==> config.mk <==
export PLATFORM = sky130hd
export DESIGN_NAME = imuacf_mul
export DESIGN_NICKNAME = d
export VERILOG_FILES = /design/src/hdl/imuacf_mul.sv
export SDC_FILE = /design/constraint.sdc
export NUM_CORES = 2
export LEC_CHECK = 0
export BUFFER_PORTS_ARGS = -buffer_cell sky130_fd_sc_hd__buf_2
export CAP_MARGIN = 10
export CORE_MARGIN = 4
export CORE_UTILIZATION = 65
export DETAILED_ROUTE_END_ITERATION = 10
export GPL_TIMING_DRIVEN = 0
export PLACE_DENSITY = 0.89
export SYNTH_ARGS = -nofsm -noshare
export SYNTH_HDL_FRONTEND = slang
export SYNTH_SLANG_ARGS = --single-unit
==> constraint.sdc <==
create_clock -name i_clk -period 14.1 [get_ports i_clk]
set_input_delay 0.705 -clock i_clk [delete_from_list [all_inputs] [get_ports i_clk]]
set_output_delay 0.705 -clock i_clk [all_outputs]
set_load 0.01 [all_outputs]
==> src/hdl/imuacf_mul.sv <==
// ----------------------------------------------------------------------------
// imuacf_mul
// Shared registered 32x32 signed multiplier.
// ----------------------------------------------------------------------------
`default_nettype none
module imuacf_mul (
    input  wire logic               i_clk,
    input  wire logic signed [31:0] i_a,
    input  wire logic signed [31:0] i_b,
    output logic signed [63:0]      o_p
);
    logic signed [63:0] r_p;
    always_ff @(posedge i_clk) begin
        r_p <= i_a * i_b;
    end
    assign o_p = r_p;
endmodule
`default_nettype wire

# Yosys cells after proc, flatten, opt, wreduce, memory -nomap -nowiden
# Cells that the tools add are included.
[totals]
regBits = 64
input_bits = 65
out_inout_bits = 64
word_cells = 2
[op_classes]
n_mul = 1
[ops]
columns = ["operator", "count"]
rows = [
  ["$mul A32 B32 Y64", 1],
]

# Longest topological paths before layout
[depth]
word_depth = 1
mapped_depth = 28
mapped_depth_nobuf = 27

# Worst setup path before layout
# OpenSTA, ideal clock, no wires.
[synth_timing]
kind = "in2reg"
startpoint = "input port i_b[2]"
endpoint = "register r_p[62] (netlist: o_p[62])"
setup_time_ps = 72
arrival_time_ps = 7894
t_required_ps = 14028
path_slack_ps = 6134
cell_stages = 24
path_buffers = 1
cell_sequence = "clkbuf_1 -> nand2_1 -> inv_1 -> fa_1 -> fa_1 -> fa_1 -> fa_1 -> inv_1 -> fa_1 -> inv_1 -> fa_1 -> inv_1 -> fa_1 -> inv_1 -> fa_1 -> ha_1 -> and3_1 -> nand2_1 -> or3_1 -> o22a_1 -> o211ai_1 -> a31oi_1 -> o31ai_1 -> xor2_1"
[synth_between]
elab_chain_len = 1
[synth_lines]
columns = ["element", "line_no", "source"]
rows = [
  ["start: declaration", "9", "input wire logic signed [31:0] i_b,"],
  ["$mul A32 B32 Y64", "14", "r_p <= i_a * i_b;"],
  ["end signal: assignment", "14", ""],
  ["end: declaration", "12", "logic signed [63:0] r_p;"],
]
# No other way between the ends.

# Worst setup path in the final report
[layout_timing]
startpoint = "input port i_b[5]"
endpoint = "register r_p[62] (netlist: o_p[62])"
# The elaborated chain is that of the path after synthesis.

==> impl_metrics.py <==
metrics = {
    "hold_path": {
        "hp-class": "input pin to register",
    },
    "yosys": {
        "yosys.area.top_type": "fa_1",
        "synth_top_area_share_pct": 58.16,
        "syn_area_per_cell_sq_um": 9.589,
        "synthArstFlopShare_pct": 0,
        "ys.flop_type": "dfxtp_1",
        "netlist_area_sq_um": 37240,
        "netlist_instances": 3884,
        "ys_ff_latch": 64,
        "synth_warnings": 0,
        "synth_nets": 5215,
        "synthTopCellsByArea": "fa_1 58%, inv_1 9.6%, and2_1 8.7%",
        "yosysSeqAreaShare_pct": 3.440,
        "synth.distinct_cells": 63,
        "synth-edff-count": 0,
    },
    "route": {
        "wl_um": 127400,
        "vias_per_cell": 5.992,
        "drt_first_pass_iters": 8,
        "post_drt_wl_per_cell_um": 26.62,
        "vias": 28683,
        "drt_iter0_markers": 2581,
        "ant_nets": 0,
        "drc": 0,
    },
    "layout": {
        "drive_above_1_share_pct": 4.244,
        "seq_area_sq_um": 1281,
        "largest_register_ffs": 64,
        "fin_nets": 5355,
        "multiInputGateArea_sq_um": 31630,
        "syn2layout_area_growth_pct": 5.231,
        "fillCellCount": 4272,
    },
    "timing": {
        "fmax_mhz": 101.8,
        "final.setup.tns_ns": 0,
        "hold_viol": 0,
        "layout_setup_ws_ns": 4.279,
        "rsz0062_at_grt": "false",
        "worst_pin_slew_ns": 1.492,
        "setup_viol": 0,
        "period_needed_ns": 9.821,
        "report.final.slew_viol_count": 0,
        "slew_headroom_pct": 0.5214,
        "timing.final.crit_share_pct": 69.66,
    },
    "cts": {
        "cts_resized": 0,
        "cts_max_path_buffers": 2,
        "clk_pin_slew_ns": 0.08,
        "numCtsBuffers": 9,
        "postCtsSetupBuffers": 0,
        "cts_tree": "built",
        "cts.htree.levels": 3,
        "ctsRootBufferMaster": "clkbuf_16",
        "clock_sinks": 64,
        "holdBufCountCts": 0,
    },
    "run": {
        "drv.max_cap_violation_count": 0,
    },
    "critical_path": {
        "startpoint_type": "input pin",
        "critPathTopFamily": "adder cells",
        "crit_fanout": 10,
        "cp_common_cell": "fa_1",
        "cp.buffers_inverters": 9,
        "cpPeakStageDelay_ns": 0.90,
        "crit_arrival_ns": 10.15,
        "worst_ep_required_time_ns": 14.43,
        "critPathCaptureType": "register",
        "critPathSlowestCell": "clkbuf_1",
        "setup.worst_path.class": "input pin to register",
    },
    "floorplanning": {
        "die-area_sq_um": 61190,
        "core-area_sq_um": 56600,
        "fp-row-count": 87,
        "fp.dieW_um": 247.4,
        "die_h_um": 247.4,
        "pin_count": 129,
        "initial_core_util_pct": 65.79,
    },
    "grt": {
        "grt_pass1_vias": 32132,
        "grt_max_degree": 23,
        "overflow": 0,
        "antenna_found_initial": 15,
        "grt_usage_pct": 43.98,
        "grt_pass1_wl_um": 194000,
    },
    "place": {
        "hpwl_um": 109400,
        "place_ws_ns": 4.104,
        "port_buffers": 128,
        "gp_congestion": 1.112,
    },
    "run_status": {
        "status": "finished, final reports clean",
    },
}
[metal layers]
metal  track usage (%)  up-vias  part of all wire, %
li1                  -    11349                    -
met4             36.29       12                   11
met2             66.65     2014                   44
met1             51.09    14557                   32
met5            0.1590        -                0.069
met3             14.56      751                   12
[cell usage after synthesis, drive strengths merged, types with 9 or more instances]
cell type	instances
fa	1082
inv	952
and2	516
nand2	511
clkbuf	195
ha	184
a21oi	68
dfxtp	64
xnor2	53
nor2	42
o21ai	31
a21o	25
xor2	22
nand3	15
o21bai	15
a31oi	13
and3	9
nand2b	9
[path summary, 6_finish.rpt]
check             depth (start not counted)   start  slack, ns      end
hold / removal                            2  i_b[0]       0.76   o_p[0]
setup / recovery                         26  i_b[5]       4.28  o_p[62]
[final cells by class]
cell class                      instances  area share [%]
Sequential cell                        64           3.269
Clock inverter                          6          0.2363
Multi-Input combinational cell       2668           80.72
Tap cell                              756           2.414
Timing Repair Buffer                  129           1.698
Inverter                              952           9.118
Antenna cell                            2         0.01277
Buffer                                200           1.925
Clock buffer                           10          0.6098
[cell families (layout without fill, tap and decap cells)]
logic type	Yosys count	in the layout	share of synthesized area, %
xor+xnor	75	75	1.764
simple gates	1134	1134	15.37
buf+inv	1152	1297	11.62
other cells	0	2	0
compound gates	193	193	3.464
flops	64	64	3.440
fa+ha+maj	1266	1266	64.34
[through the flow]
| stage | instances | cell area (sq um) | utilization [%] | hold WS (ns) |
|---|---|---|---|---|
| 6_report | 4787 | 39190 | 69.24 | 0.7622 |
| 5_1_grt | 4786 | 39190 | 69.23 | 0.7731 |
| 4_1_cts | 4784 | 39160 | 69.18 | 0.7541 |
| 3_5_place_dp | 4768 | 38830 | 68.60 | 1.099 |
| 3_3_place_gp | 4768 | 38830 | 68.60 | 1.099 |
| 2_1_floorplan | 3884 | 37240 | - | 0.8323 |
[placed cells by master, fill, tap and decap left out, types with 4 or more instances in the layout]
| cell type | count |
|---|---|
| a211oi_1 | 4 |
| a21o_1 | 23 |
| a21oi_1 | 68 |
| a31oi_1 | 12 |
| and2_1 | 516 |
| and3_1 | 7 |
| buf_2 | 131 |
| clkbuf_1 | 195 |
| clkbuf_16 | 10 |
| dfxtp_1 | 64 |
| fa_1 | 1082 |
| ha_1 | 184 |
| inv_1 | 952 |
| nand2_1 | 511 |
| nand2b_1 | 9 |
| nand3_1 | 15 |
| nand4_1 | 7 |
| nor2_1 | 42 |
| nor3_1 | 6 |
| o21a_1 | 4 |
| o21ai_0 | 28 |
| o21bai_1 | 15 |
| o31ai_1 | 6 |
| or3_1 | 4 |
| xnor2_1 | 53 |
| xor2_1 | 22 |
Power is left out: the tool's default activity adds up to more than one toggle a clock period on the data nets, which glitch-free logic cannot reach.
