==> config.mk <==
export PLATFORM = sky130hd
export DESIGN_NAME = imuacf_div
export DESIGN_NICKNAME = d
export VERILOG_FILES = /design/src/hdl/imuacf_div.sv
export SDC_FILE = /design/constraint.sdc
export NUM_CORES = 1
export LEC_CHECK = 0
export BUFFER_PORTS_ARGS = -buffer_cell sky130_fd_sc_hd__buf_2
export CORE_MARGIN = 3
export CORE_UTILIZATION = 55
export DETAILED_ROUTE_END_ITERATION = 8
export PLACE_DENSITY = 0.71
export SETUP_SLACK_MARGIN = 0.02
export SLEW_MARGIN = 10
export SYNTH_ARGS = -nofsm -noshare
export SYNTH_HDL_FRONTEND = slang
export SYNTH_SLANG_ARGS = --single-unit
==> constraint.sdc <==
create_clock -name i_clk -period 8.9 [get_ports i_clk]
set_input_delay 1.78 -clock i_clk [delete_from_list [all_inputs] [get_ports i_clk]]
set_output_delay 1.78 -clock i_clk [all_outputs]
set_load 0.01 [all_outputs]
==> src/hdl/imuacf_div.sv <==
// ----------------------------------------------------------------------------
// imuacf_div
// Bit-serial unit: integer square root or rounded division, one bit a cycle.
// ----------------------------------------------------------------------------
`default_nettype none
module imuacf_div (
    input  wire logic        i_clk,
    input  wire logic        i_rst_n,
    input  wire logic        i_start,
    input  wire logic        i_sqrt,
    input  wire logic [63:0] i_num,
    input  wire logic [63:0] i_den,
    output logic             o_done,
    output logic [63:0]      o_res
);
    // division: quotient of (2m + d) / (2d), 66-bit numerator
    logic        r_busy, r_sqrt, r_done;
    logic [6:0]  r_cnt;
    logic [65:0] r_rem, r_num, r_den;
    logic [63:0] r_q;
    logic [65:0] n_rem, n_trial;
    logic [65:0] sq_t;

    always_comb begin
        n_rem   = {r_rem[64:0], r_num[65]};
        n_trial = n_rem - r_den;
        sq_t    = {r_rem[63:0], r_num[65:64]} - {r_q[63:0], 2'b01};
    end

    always_ff @(posedge i_clk) begin
        if (!i_rst_n) begin
            r_busy <= 1'b0;
            r_done <= 1'b0;
        end else begin
            r_done <= 1'b0;
            if (i_start) begin
                r_busy <= 1'b1;
                r_sqrt <= i_sqrt;
                r_rem  <= '0;
                r_q    <= '0;
                if (i_sqrt) begin
                    r_num <= {2'b00, i_num};
                    r_cnt <= 7'd33;
                end else begin
                    r_num <= {1'b0, i_num, 1'b0} + {2'b00, i_den};
                    r_den <= {1'b0, i_den, 1'b0};
                    r_cnt <= 7'd66;
                end
            end else if (r_busy) begin
                if (r_sqrt) begin
                    if (!sq_t[65]) begin
                        r_rem <= sq_t;
                        r_q   <= {r_q[62:0], 1'b1};
                    end else begin
                        r_rem <= {r_rem[63:0], r_num[65:64]};
                        r_q   <= {r_q[62:0], 1'b0};
                    end
                    r_num <= {r_num[63:0], 2'b00};
                end else begin
                    if (n_rem >= r_den) begin
                        r_rem <= n_trial;
                        r_q   <= {r_q[62:0], 1'b1};
                    end else begin
                        r_rem <= n_rem;
                        r_q   <= {r_q[62:0], 1'b0};
                    end
                    r_num <= {r_num[64:0], 1'b0};
                end
                r_cnt <= r_cnt - 7'd1;
                if (r_cnt == 7'd1) begin
                    r_busy <= 1'b0;
                    r_done <= 1'b1;
                end
            end
        end
    end
    assign o_done = r_done;
    assign o_res  = r_q;
endmodule
`default_nettype wire

Word-level counts from Yosys, hierarchy flattened
Cells that the tools add are included.
{"block": "word_totals", "ff_bits": 269, "input_bits": 132, "output_inout_bits": 65}
{"block": "classes", "addsub": 4, "magnitude_cmp": 1, "n_eq_ne": 1, "muxes": 19, "n_bitwise": 3, "n_reduce_logical": 5}
{"op": "$mux W66", "count": 4}
{"op": "$mux W65", "count": 4}
{"op": "$add A65 B64 Y66", "count": 1}
{"op": "$ge A66 B65 Y1", "count": 1}
{"op": "$sub A66 B66 Y66", "count": 1}
{"op": "$sub A65 B65 Y65", "count": 1}
{"op": "$mux W64", "count": 1}
{"op": "$mux W7", "count": 3}
{"op": "$eq A7 B1 Y1 const B", "count": 1}
{"op": "$mux W1", "count": 7}
{"op": "$sub A7 B1 Y7 const B", "count": 1}
{"op": "$reduce_and A2 Y1", "count": 2}
{"op": "$not A1 Y1", "count": 3}
{"op": "$reduce_and A3 Y1", "count": 1}
{"op": "$reduce_or A3 Y1", "count": 1}
{"op": "$reduce_bool A2 Y1", "count": 1}

Depth between registers and ports, before layout
Gate-level depths: netlist of the first run.
{"block": "depth", "ltp_word": 4, "depth_mapped": 16, "depth_no_buf": 14}

Worst setup path after synthesis of the first run
Ideal clock, no wire load.
{"block": "synth_path", "path_kind": "input-to-reg", "start": "in i_start", "end": "reg r_q[0], in the netlist o_res[0] (enable)", "setup_time_ns": 0.581, "arrival_ns": 6.878, "required_time_ns": 8.319, "setup_slack_ns": 1.441, "stages": 3, "n_path_buf": 2, "cell_sequence": "clkbuf_1 > clkbuf_1 > o21a_1"}
{"block": "synth_via", "elab_chain_cells": 2}
{"element": "start: declaration", "line_no": "9", "text": "input wire logic i_start,"}
{"element": "$reduce_bool A2 Y1 (no line)"}
{"element": "$reduce_and A2 Y1 (no line)"}
{"element": "end signal: assignment", "line_no": "53", "text": "r_q <= {r_q[62:0], 1'b1};"}
{"element": "end signal: assignment", "line_no": "56", "text": "r_q <= {r_q[62:0], 1'b0};"}
{"element": "end signal: assignment", "line_no": "62", "text": "r_q <= {r_q[62:0], 1'b1};"}
{"element": "end: declaration", "line_no": "20", "text": "logic [63:0] r_q;"}
No other way between the ends.
A chain may end at the register's enable or synchronous reset.

Worst setup path in the final report of the first run
{"block": "layout_path", "start": "in i_num[0]", "end": "reg r_num[63] (data pin)"}
{"block": "layout_via", "elab_chain_cells": 3}
{"element": "start: declaration", "line_no": "11", "text": "input wire logic [63:0] i_num,"}
{"element": "$add A65 B64 Y66", "line_no": "45", "text": "r_num <= {1'b0, i_num, 1'b0} + {2'b00, i_den};"}
{"element": "$mux W66", "line_no": "41", "text": "if (i_sqrt) begin"}
{"element": "$mux W66", "line_no": "36", "text": "if (i_start) begin"}
{"element": "end signal: assignment", "line_no": "42", "text": "r_num <= {2'b00, i_num};"}
{"element": "end signal: assignment", "line_no": "45"}
{"element": "end signal: assignment", "line_no": "58", "text": "r_num <= {r_num[63:0], 2'b00};"}
{"element": "end: declaration", "line_no": "19", "text": "logic [65:0] r_rem, r_num, r_den;"}
No other way between the ends.

==> run_results.csv, run 1 <==
group,metric,value,unit
status,status,"complete, no violations",
clock_network,cts_root_buf,"clkbuf_16",
die,row_count,76,
global_route,grt_pass1_vias,20500,
setup_path,critical_path.max_stage_delay,560,ps
power,p_int,3.10,mW
clock_network,cts.path.max_buffers,3,
die,dieWidth,217,um
setup_path,crit_chain,"buf_2 > ha_1 > fa_1 > a211oi_1 > o21a_1 > o31a_1 > o21ai_1 > a311oi_2 > o22ai_1 > o21ai_1 > a31oi_1 > a31oi_1 > mux2i_1 > nor2_1",
sta,drv_slew,0,
power,p_clk_share,29.7,%
power,pwr-share-comb,36.8,%
finish,layout.nets,3215,
setup_path,critical_path_class,"in -> reg",
yosys,synth_area,0.0244,mm^2
sta,finalSetupTns,0,ps
global_route,grt_overflow,0,
hold_path,hold_class,"reg -> reg",
global_route,grt_start_max_net_pins,162,
clock_network,clock_latency,560,ps
sta,min_period,5150,ps
global_route,gr-usage-all-layers,29.2,%
power,ir_worst_vdd,0.000141,V
global_route,globalRouteMet3Util,5.17,%
finish,area_growth,9.42,%
yosys,ys_seq_area_share,33.0,%
power,p_per_area,180,mW/mm^2
die,io_pins,197,
route,vias,21600,
clock_network,cts_buffers,34,
setup_path,arrival,5440,ps
yosys,synth_most_common_cell,"edfxtp_1",
placement,dp_slack,3290,ps
power,p_switching,1.72,mW
finish,final_util,61.5,%
global_route,grt_util_met1,44.4,%
sta,setup_viol,0,
yosys,syn_area_per_cell,8.70,um^2
setup_path,critPathCaptureType,"flip-flop",
setup_path,crit_required,9190,ps
yosys,netlist_top_cells_area,"edfxtp_1 (33%), ha_1 (9.9%), a21oi_1 (4.5%), o21ai_0 (4.1%), a21o_1 (4.0%)",
placement,hpwl,53.3,mm
power,p_sw_share,35.6,%
route,dr.pass1.iters,7,
route,ant_nets,0,
die,coreArea,0.0435,mm^2
clock_network,h-tree-depth,2,
yosys,yosysTopAreaCell,"edfxtp_1",
global_route,met2_usage,42.8,%
global_route,grt.busiest_layer,"met1",
placement,io_buffers,196,
route,drc,0,
power,total_leakage_power,11.4,nW
clock_network,path_clk_slew,60,ps
sta,hold_ws,522,ps
yosys,synthCells,2809,
global_route,grt_pass1_wl,111,mm
yosys,synth_cell_types,102,
setup_path,worstPathMaxFanout,5,
sta,tightestPinTransition,1050,ps
die,die_area,0.0470,mm^2
setup_path,critPathTopFamily,"compound AO/OA/AOI/OAI gates",
yosys,synth_enable_flop_cells,267,
setup_path,worst_path_max_delay_cell,"a311oi_2",
sta,hold_viol,0,
route,wirelength,69.8,mm
clock_network,cts_tree,"built",
sta,fin_skew,28.7,ps
sta,fmax,194,MHz
yosys,synth_top_area_share,32.8,%
route,drt_iter0_drc,2002,
setup_path,critPathLaunchType,"input port",
yosys,yosysWarnings,0,
sta,rsz0062_at_grt,"false",
die,die_h,217,um
power,finalPower,4.82,mW
clock_network,clock_sinks,269,
yosys,yosys_register_bits,269,
clock_network,holdBufCountCts,0,
sta,layout_setup_ws,3750,ps
placement,globalplace.congestion,0.944,
global_route,antenna_found_initial,2,
yosys,synth_fp_nets,3136,
sta,slew_headroom,29.7,%
clock_network,postCtsSetupBuffers,0,
setup_path,cp.buffers_inverters,1,
sta,fin_crit_sh,57.8,%
clock_network,cts_resized,0,
yosys,synth_ff_type,"edfxtp_1",
finish,layout-drive-gt1-share,11.1,%
yosys,synthTopCellsByCount,"edfxtp_1 (267), nor2_1 (241), a21oi_1 (221)",
yosys,synthArstFlopShare,0,%
route,routedWlPerCell,19.9,um
route,vias_per_cell,6.18,
die,start_util,56.2,%
flow_run,cap_violations,0,
power,p_seq_share,33.4,%
==> cell families after synthesis <==
kind of cell	after synthesis	share of synthesized area [%]
and+or+nand+nor	738	14.1
xor gates and xnor gates	172	6.24
DFF	269	33.0
AOI/OAI and AO/OA	978	26.6
buffers and inverters	354	5.74
muxes	103	4.33
adders and majority gates	195	10.0
==> power groups by stage <==
stage	clock network (mW)	registers [mW]	logic, mW
detailed placement	0	1.63	1.74
global placement	0	1.63	1.72
CTS	1.45	1.61	1.75
floorplan	0	1.61	1.35
finish	1.43	1.61	1.78
global route	1.51	1.62	1.96
==> registers in the layout, indices dropped and copies added (netlist names) <==
signal	count
r_den	64
r_sqrt	1
r_cnt	7
r_busy	1
r_num	66
o_res	64
o_done	1
r_rem	65
==> final timing paths <==
kind | start | endpoint | slack, ps | cells after the start
setup reg to reg | r_rem[1] | r_rem[25] | 4210 | 13
hold reg to reg | r_busy | o_done | 520 | 2
hold / removal | r_busy | o_done | 520 | 2
setup / recovery | i_num[0] | r_num[63] | 3750 | 14
==> worst min-delay path, cell delays in order, from the launching register on <==
cell and delay [ps]:
dfxtp_1 330, nand2_1 70, nor3_1 80
==> metal layers <==
metal,up-vias,share of wire [%]
li1,10600,-
met1,10200,49
met2,766,42
met3,89,7.1
met4,2,2.5
met5,-,0.019
==> stage by stage <==
stage | instance area [um^2] | cells
final | 26700 | 3498
after floorplan | 24400 | 2809
after CTS | 26700 | 3497
after global placement | 25600 | 3437
after detailed placement | 25600 | 3437
after global routing | 26700 | 3498
==> layout by cell type, fill, tap and decap left out, types with 8 or more instances in the layout <==
cell type,synthesis,layout
o21bai_1,48,48
buf_4,4,13
mux2_2,22,22
o31ai_1,17,17
mux2i_1,81,81
nor2b_1,33,33
nor3_1,39,39
inv_1,187,187
and3_1,19,19
a31oi_1,38,37
or3_1,15,15
a21oi_1,221,221
edfxtp_1,267,267
xnor2_1,106,106
nand3_1,39,39
clkbuf_1,119,8
o22ai_1,18,18
buf_2,25,195
o21a_1,40,39
nand2_1,216,216
o31a_1,10,10
nand4_1,50,50
clkbuf_16,0,37
o211ai_1,18,18
o21ai_1,9,9
a221oi_1,9,9
nand2b_1,33,33
nor2_1,241,240
ha_1,193,193
a21o_1,129,129
and2_1,8,8
o21ai_0,199,199
a211oi_1,119,119
xor2_1,65,65
==> final cells by class <==
class	count	area, um^2
diodes	1	2.50
clock buffers	45	956
clock inverters	15	176
fillers	3826	16700
inverters	187	702
multi-input cells	2186	15000
flip-flops and latches	269	8060
well taps	585	732
repair buffers	210	1100
Power figures use the tool's default switching activity.
==> run 2, diff against run 1 <==
--- a/config.mk
+++ b/config.mk
@@ -9,7 +9,7 @@
 export CORE_MARGIN = 3
 export CORE_UTILIZATION = 55
 export DETAILED_ROUTE_END_ITERATION = 8
-export PLACE_DENSITY = 0.71
+export PLACE_DENSITY = 0.74
 export SETUP_SLACK_MARGIN = 0.02
 export SLEW_MARGIN = 10
 export SYNTH_ARGS = -nofsm -noshare
==> constraint.sdc (replaced) <==
create_clock -name i_clk -period 4.4 [get_ports i_clk]
set_input_delay 0.88 -clock i_clk [delete_from_list [all_inputs] [get_ports i_clk]]
set_output_delay 0.88 -clock i_clk [all_outputs]
set_load 0.01 [all_outputs]
==> run 2 against run 1 <==
Wire length is 1.2% lower; first-iteration DRC count is 19% lower; flip-flop and latch count stayed put; clock skew is 17 ps lower; sequential power is 100% higher; hold slack worse by 48 ps; critical path type is now reg -> reg; highest routed layer is now met4.
==> run_results.csv, run 2 (synthesis results as in run 1) <==
group,metric,value,unit
status,status,"complete, no violations",
global_route,grt_pass1_vias,20700,
setup_path,crit_start,"r_num[65]",
clock_network,cts_tree,"built",
setup_path,critPathCaptureType,"flip-flop",
setup_path,reg2reg_from,"r_num[65]",
clock_network,path_clk_slew,70,ps
finish,layout-drive-gt1-share,12.1,%
setup_path,arrival,4390,ps
clock_network,cts_buffers,30,
die,die_h,217,um
global_route,gr-usage-all-layers,28.3,%
route,vias,22000,
finish,reg_top3,"r_num: 66 flops, r_rem: 65 flops",
sta,fin_crit_sh,93.4,%
route,drc,0,
clock_network,clock_latency,580,ps
hold_path,hold_class,"reg -> reg",
finish,final_common_cell,"edfxtp_1",
global_route,antenna_found_initial,0,
sta,tightestPinTransition,1030,ps
sta,fmax,243,MHz
setup_path,critical_path_class,"reg -> reg",
placement,globalplace.congestion,0.961,
clock_network,h-tree-depth,1,
sta,fin_skew,11.9,ps
setup_path,endpoint,"r_rem[62]",
finish,largest-register,"r_num",
finish,layout_common_cells,"edfxtp_1 (267), nor2_1 (240), a21oi_1 (221), nand2_1 (216), o21ai_0 (199)",
clock_network,cts_resized,0,
die,start_util,56.2,%
setup_path,critical_path.max_stage_delay,470,ps
clock_network,postCtsSetupBuffers,0,
setup_path,r2r_cells,14,
route,dr.pass1.iters,5,
placement,io_buffers,196,
route,routedWlPerCell,19.6,um
sta,min_period,4110,ps
setup_path,worst_path_max_delay_cell,"edfxtp_1",
power,p_per_area,354,mW/mm^2
clock_network,cts_root_buf,"clkbuf_16",
sta,setup_viol,0,
setup_path,critPathLaunchType,"flip-flop",
sta,slew_headroom,31.6,%
finish,largest_reg_flops,66,
clock_network,holdBufCountCts,0,
sta,finalSetupTns,0,ps
die,row_count,76,
setup_path,worst-r2r-setup-slack,290,ps
finish,antennaDiodeCount,0,
global_route,grt_pass1_wl,109,mm
die,die_area,0.0470,mm^2
setup_path,r2r-end,"r_rem[62]",
die,coreArea,0.0435,mm^2
route,vias_per_cell,6.24,
die,dieWidth,217,um
clock_network,cts.path.max_buffers,3,
route,drt_iter0_drc,1625,
route,wirelength,68.9,mm
setup_path,path_common_cell,"o31ai_2",
global_route,grt_start_max_net_pins,188,
flow_run,cap_violations,0,
route,ant_nets,0,
power,ir_worst_vdd,0.000246,V
die,io_pins,197,
finish,layout.nets,3241,
setup_path,crit_required,4670,ps
placement,hpwl,53.1,mm
power,total_leakage_power,11.5,nW
setup_path,crit_chain,"inv_1 > ha_1 > nor2b_1 > o31ai_2 > a2111oi_2 > buf_4 > o211ai_2 > a211oi_2 > nor2_1 > o31ai_2 > a21oi_1 > and4b_1 > o31ai_1 > a31oi_1",
finish,area_growth,10.1,%
setup_path,cp.buffers_inverters,2,
power,finalPower,9.54,mW
setup_path,cp.depth,14,
sta,drv_slew,0,
setup_path,critPathTopFamily,"compound AO/OA/AOI/OAI gates",
sta,rsz0062_at_grt,"false",
sta,hold_viol,0,
clock_network,clock_sinks,269,
global_route,grt_overflow,0,
setup_path,worstPathMaxFanout,4,
## run 2: through the flow
stage | hold slack (ps) | setup WS, ps | cells | area, um^2 | util, %
2_1_floorplan | 432 | 579 | 2809 | 24400 | -
3_3_place_gp | 444 | 12.2 | 3467 | 25900 | 59.6
3_5_place_dp | 454 | -35.8 | 3467 | 25900 | 59.6
4_1_cts | 465 | 335 | 3522 | 26900 | 61.9
5_1_grt | 474 | 99.9 | 3522 | 26900 | 61.9
6_report | 474 | 288 | 3522 | 26900 | 61.9
## run 2: cell type report
cell class / instances / area, um^2
clock buffer: 38 / 812
clock inverter: 17 / 193
tap: 585 / 732
multi-input combinational: 2186 / 15000
inverter: 187 / 702
fill: 3816 / 16500
timing repair buffer: 240 / 1410
sequential: 269 / 8060
## run 2: worst min path at each step
| stage | startpoint | endpoint | slack [ps] | cells after the start |
|---|---|---|---|---|
| after floorplan | r_busy | o_done | 430 | 2 |
| after global placement | r_busy | o_done | 440 | 2 |
| after detailed placement | r_busy | o_done | 450 | 2 |
| after CTS | i_den[9] | r_den[10] | 460 | 1 |
| after global routing | i_den[9] | r_den[10] | 470 | 1 |
| final | r_busy | o_done | 470 | 2 |
## run 2: power breakdown
group          internal (mW)  switching (mW)
combinational           1.50            2.20
clock                   1.53            1.06
sequential              3.08           0.169
## run 2: per-layer routing
metal / wire, um / vias up / global-route usage, %
met1: 32700 / 10300 / 43.0
met3: 5510 / 136 / 3.64
li1: - / 10600 / -
met2: 28600 / 910 / 42.2
met5: 0 / - / 0
met4: 2120 / 0 / 8.51
## run 2: worst min-delay path: stages, from the launching register on
cell,delay [ps]
dfxtp_1,320
nand2_1,70
nor3_1,40
